File: src/hdl/ktls_pkg.sv
package ktls_pkg;

  // Default sizes
  localparam int SLOTS_DEF    = 64;
  localparam int KEY_BITS_DEF = 16;
  localparam int CAP_BITS_DEF = 16;

  // Fixed field widths on the ports
  localparam int OP_W     = 2;
  localparam int STATUS_W = 2;
  localparam int SLOT_W   = 6;
  localparam int COUNT_W  = 7;
  localparam int TOTAL_W  = 22;

  typedef enum logic [OP_W-1:0] {
    OP_INSERT = 2'd0,
    OP_LOOKUP = 2'd1,
    OP_ERASE  = 2'd2,
    OP_CLEAR  = 2'd3
  } op_t;

  localparam logic [STATUS_W-1:0] ST_OK   = 2'd0;
  localparam logic [STATUS_W-1:0] ST_FULL = 2'd1;
  localparam logic [STATUS_W-1:0] ST_MISS = 2'd2;

  // Control part of the search token that walks the cell chain
  typedef struct packed {
    logic active;
    logic found;
  } scan_ctl_t;

endpackage

File: src/hdl/ktls_cell.sv
module ktls_cell
  import ktls_pkg::*;
#(
  parameter int SLOTS         = SLOTS_DEF,
  parameter int KEY_BITS      = KEY_BITS_DEF,
  parameter int CAPACITY_BITS = CAP_BITS_DEF,
  parameter int CELL_IDX      = 0
) (
  input  logic                           clk,
  input  logic                           rst_n,
  input  logic [KEY_BITS-1:0]            scan_key,
  input  logic [$clog2(SLOTS+1)-1:0]     entry_cnt,
  input  logic                           wr_en,
  input  logic [$clog2(SLOTS)-1:0]       wr_idx,
  input  logic [KEY_BITS-1:0]            wr_key,
  input  logic [CAPACITY_BITS-1:0]       wr_cap,
  input  scan_ctl_t                      tok_in,
  input  logic [$clog2(SLOTS)-1:0]       idx_in,
  input  logic [CAPACITY_BITS-1:0]       fcap_in,
  input  logic [KEY_BITS-1:0]            lkey_in,
  input  logic [CAPACITY_BITS-1:0]       lcap_in,
  output scan_ctl_t                      tok_out,
  output logic [$clog2(SLOTS)-1:0]       idx_out,
  output logic [CAPACITY_BITS-1:0]       fcap_out,
  output logic [KEY_BITS-1:0]            lkey_out,
  output logic [CAPACITY_BITS-1:0]       lcap_out
);

  localparam int IDX_W = $clog2(SLOTS);
  localparam int CNT_W = $clog2(SLOTS+1);
  localparam logic [IDX_W-1:0] MY_IDX  = IDX_W'(CELL_IDX);
  localparam logic [CNT_W-1:0] MY_CNT  = CNT_W'(CELL_IDX);
  localparam logic [CNT_W-1:0] MY_NEXT = CNT_W'(CELL_IDX + 1);

  logic [KEY_BITS-1:0]      key_r;
  logic [CAPACITY_BITS-1:0] cap_r;

  scan_ctl_t                tok_r, tok_nxt;
  logic [IDX_W-1:0]         idx_r, idx_nxt;
  logic [CAPACITY_BITS-1:0] fcap_r, fcap_nxt;
  logic [KEY_BITS-1:0]      lkey_r, lkey_nxt;
  logic [CAPACITY_BITS-1:0] lcap_r, lcap_nxt;

  logic in_range;
  logic is_last;
  logic hit;

  assign in_range = (MY_CNT < entry_cnt);
  assign is_last  = (MY_NEXT == entry_cnt);
  assign hit      = tok_in.active && !tok_in.found && in_range && (key_r == scan_key);

  always_comb begin
    tok_nxt.active = tok_in.active;
    tok_nxt.found  = tok_in.found | hit;
    idx_nxt        = hit ? MY_IDX : idx_in;
    fcap_nxt       = hit ? cap_r : fcap_in;
    // pick up the tail entry on the way past, erase copies it back
    lkey_nxt       = (tok_in.active && is_last) ? key_r : lkey_in;
    lcap_nxt       = (tok_in.active && is_last) ? cap_r : lcap_in;
  end

  always_ff @(posedge clk) begin
    if (!rst_n) begin
      tok_r <= '0;
    end else begin
      tok_r <= tok_nxt;
    end
  end

  always_ff @(posedge clk) begin
    idx_r  <= idx_nxt;
    fcap_r <= fcap_nxt;
    lkey_r <= lkey_nxt;
    lcap_r <= lcap_nxt;
    if (wr_en && (wr_idx == MY_IDX)) begin
      key_r <= wr_key;
      cap_r <= wr_cap;
    end
  end

  assign tok_out  = tok_r;
  assign idx_out  = idx_r;
  assign fcap_out = fcap_r;
  assign lkey_out = lkey_r;
  assign lcap_out = lcap_r;

endmodule

File: config.mk
export PLATFORM = sky130hd
export DESIGN_NAME = ktls_cell
export DESIGN_NICKNAME = d
export VERILOG_FILES = /design/src/hdl/ktls_pkg.sv /design/src/hdl/ktls_cell.sv
export SDC_FILE = /design/constraint.sdc
export NUM_CORES = 1
export LEC_CHECK = 0
export BUFFER_PORTS_ARGS = -buffer_cell sky130_fd_sc_hd__buf_4
export CAP_MARGIN = 20
export CORE_UTILIZATION = 44
export CTS_CLUSTER_SIZE = 25
export DETAILED_ROUTE_END_ITERATION = 8
export GPL_ROUTABILITY_DRIVEN = 0
export HOLD_SLACK_MARGIN = 0.15
export PLACE_DENSITY_LB_ADDON = 0.2
export SETUP_SLACK_MARGIN = 0.1
export SKIP_LAST_GASP = 1
export SLEW_MARGIN = 30
export SYNTH_ARGS = -nofsm -noshare
export SYNTH_HDL_FRONTEND = slang
export SYNTH_SLANG_ARGS = --single-unit
File: constraint.sdc
create_clock -name clk -period 6.81 [get_ports clk]
set_input_delay 1.362 -clock clk [delete_from_list [all_inputs] [get_ports clk]]
set_output_delay 1.362 -clock clk [all_outputs]
set_load 0.01 [all_outputs]
==> results <==
- The share of total power dissipated in combinational logic is 11.4%.
- The beginning of the worst hold path is cap_r[11].
- The critical path goes through buf_4 > or4_4 > nor3_4 > nand3_4 > mux2_4.
- The clock period minus worst slack is 3.00 ns.
- The number of cells in the finished layout apart from fillers is about 460.
- The count of final hold-check violations was 0.
- The number of buffers inserted for hold repair after clock tree synthesis is 0.
- The flow ran to the end, and the final reports show no timing, DRC or antenna violations.
- For this run, the share of the core covered by cells in the final layout is between 60 and 70%.
- At the worst endpoint, the arrival time is 3.23 ns.
- The final period utilization is 44.1%.
- On the worst path, the slowest cell contributes a delay of 0.53 ns.
- In this run the critical register-to-register path is launched from key_r[4].
- The final total negative setup slack is 0 ns.
- The post-synth net total is around 300.
- The number of failing setup endpoints in the final timing report is 0.
- The tree is rooted in a clkbuf_8.
- After clock tree synthesis, the repair step resized 0 gates.
- The mean cell area of the mapped netlist is 17.8 um^2.
- Clock-pin slew was measured on the worst setup and hold paths at 0.08 ns.
- At the worst endpoint, the required time is 7.03 ns.
- The number of remaining DRC errors is 0.
- STA classifies the critical path startpoint as a primary input.
- After synthesis the netlist holds a flip-flop and latch count of 88.
- The first global-routing pass estimated 10.0 mm of wire.
- The number of global-route vias before repair is 2117.
- The most used routing layer is met2.
- The cell count of the worst reg-to-reg path is 5.
- The setup skew after layout is between 0.007 and 0.008 ns.
- Summed over all nets, the half-perimeter wirelength after detailed placement is 5.26 mm.
- The top cell type by area accounts for a little over a third of the synthesized area.
- Summing every instance area after synthesis gives between 3000 and 4000 um^2.
- The number of antenna violations at the first check in global routing is 0.
- The via count is slightly above 2000.
- For this configuration, the core starts out at a cell density of between 40 and 50%.
- 0 antenna diodes ended up in the layout.
- For this design, the slowest cell found on the critical path is or4_4.
- The standard-cell row count is 30.
- The clock reaches the later pin of the worst-skew pair after 0.34 ns.
- The longest clock path from root to sink contains 2 buffers.
- Of all nets on the critical path, the largest fanout is 32.
- The met1 usage is 20.1%.
- The type of the worst setup path is primary input to flip-flop.
- Once the clock tree was built, the setup fixing pass inserted 0 buffers.
- The transition at the pin with the smallest max-transition slack is between 0.6 and 0.7 ns.
- After global routing the overflow that remains totals 0.
- The global-route met2 utilization is 31.1%.
- The number of stages on the worst hold path is 1.
- The path with the worst hold slack has its endpoint at fcap_out[11].
- TritonCTS built the clock tree.
- The number of nets with antenna violations after routing is 0.
- The post-detailed-route wirelength per cell is 14.7 um.
- For this design the static power due to leakage is 2.28 nW.
- The internal power of the cells totals 0.839 mW.
- Global routing consumed, on the met3 layer, 5.40% of the routing resources.
- The clock sink count is 88.
- In the global route stage, overall resource usage came out at 18.0%.
- During synthesis, Yosys emitted a total of 0 warnings.
- After detailed placement, the design holds a cell count of 446.
- The capturing element type of the critical path is a flip-flop.
- The area of the core is 6870 um^2.
- The port buffer count is 175.
- The switching share of power is 20.4%.
- The number of CTS-inserted buffers is 9.
- The number of slew-limit violations in the final report is 0.
- In the post-synthesis netlist, the biggest area contributors are dfxtp_1, edfxtp_1, mux2_4.
- The peak clock frequency supported by timing is ~330 MHz.
- The fraction of power consumed by the clock network is 34.7%.
- For this run, the detailed router's first-pass iteration total came to 3.
- Summing the sequential cell areas from Yosys gives 65.6% of the chip area.
- The worst-case vdd ir drop is 0.000116 V.
- The final hold slack is a little over 0.5 ns.
- The tool flagged a number of max-cap violations equal to 0.
- The starting DRC count in detailed routing is 42.
- The minimum setup slack in the final design is 3.81 ns.
- In this run the tightest slew margin relative to its limit is 56.7%.
- The H-tree level count is 3.
- The detailed-route wire length is 6.81 mm.
- In this run the register-to-register setup slack is 4.59 ns.
- The largest net degree at the start of global routing is 33.
- The endpoint identified for the worst register-to-register timing path is fcap_out[9].
- Pin placement for this block handled between 150 and 200 I/O pins.
- Cells with a size suffix above 1 make up 67.5% of the layout.
- Setup repair after global routing left no endpoint under its margin.
- The library cells used most frequently in the layout, excluding fill and tap cells, are buf_4, dfxtp_1, mux2_4, edfxtp_1, xor2_1.
- The area growth from synthesis to layout is 50.3%.
- The final layout contains just under 500 nets.
- The overall die area is 7560 um^2.
- The library cell used most frequently in the layout, excluding fill and tap cells, is buf_4.
- The via-per-instance ratio is 4.47.
- In this run the power density over the cells is 221 nW/um^2.
- The number of fill cells is 476.
- The floorplan step set the die height to roughly 87 um.
- The sequential group share of total power is a little over half.
- The count of buffering cells on the critical path with inverters included is 1.
- The analysis attributes to net switching a power of 0.216 mW.
- The cell taking the most area after synthesis is dfxtp_1.
- The die is 86.9 um wide.
- The kind of path behind the tightest hold check is flip-flop to flip-flop.
- At the placement stage, the worst setup path has a slack of 3.42 ns.
- The count of mapped cells out of synthesis is 178.
- The kind of cell with the highest combined delay along the critical path is simple AND/OR/NAND/NOR gates.
- The count of different cell masters after synthesis is 19.
per-stage QoR:
stage	power (mW)	instance area, um^2
finish	1.05	4770
global route	1.10	4770
CTS	1.07	4770
detailed placement	0.703	4560
global placement	0.700	4560
floorplan	0.617	3170
worst reg2reg max path, stage by stage (launching register included):
cell and delay (ns):
edfxtp_1 0.41, xor2_1 0.18, nor4_1 0.27, and4_1 0.31, nand4_4 0.47, mux2_4 0.48
kinds of logic (layout without fill, tap and decap cells):
family,Yosys count,in the layout,synth area share (%)
AND/OR/NAND/NOR,17,17,4.85
flip-flops,88,88,65.6
buffers and inverters,7,195,2.29
multiplexers,48,48,22.1
AO/OA/AOI/OAI,2,2,0.710
XOR/XNOR,16,16,4.42
Yosys cell counts:
cell	number
xnor2_1	1
buf_12	1
dfxtp_1	56
and2_1	7
mux2_2	5
xor2_1	15
buf_6	4
edfxtp_1	32
and4_1	1
nor4_1	4
or4b_2	1
a2111oi_2	1
nand3_4	1
nand4_4	1
nor3_4	1
or4_4	1
inv_1	2
mux2_4	43
a21boi_0	1
power by group through the flow:
stage | registers (mW) | clock network (mW) | logic, mW
6_report | 0.568 | 0.366 | 0.121
4_1_cts | 0.569 | 0.376 | 0.122
3_3_place_gp | 0.580 | 0 | 0.120
3_5_place_dp | 0.581 | 0 | 0.122
2_1_floorplan | 0.590 | 0 | 0.0275
5_1_grt | 0.570 | 0.398 | 0.129
area by class of cell:
type,instances,area (um^2),share of cell area [%]
Timing Repair Buffer,177,1330,27.9
Sequential cell,88,2080,43.7
Tap cell,96,120,2.52
Clock buffer,11,153,3.20
Inverter,2,7.51,0.157
Multi-Input combinational cell,83,1020,21.5
Clock inverter,5,53.8,1.13
metal layers:
metal / vias to the layer above / share of wire (%)
met1: 950 / 37
met3: 13 / 8.4
met4: 0 / 2.1
met2: 103 / 53
li1: 999 / -
met5: - / 0
flip-flops by register name (all words and copies together), names as in the netlist:
signal    count
fcap_out     16
idx_out       6
key_r        16
lcap_out     16
cap_r        16
tok_out       2
lkey_out     16
worst max path at each step:
stage	cells past startpoint	to	slack, ns	startpoint
after floorplan	2	cap_r[0]	1.20	wr_idx[2]
after global placement	5	lcap_out[6]	3.43	entry_cnt[6]
after detailed placement	5	lcap_out[0]	3.42	entry_cnt[6]
after CTS	5	lcap_out[12]	3.79	entry_cnt[6]
after global routing	5	lcap_out[14]	3.73	entry_cnt[6]
final	5	lcap_out[12]	3.81	entry_cnt[6]
(Power assumes the default switching activity.)
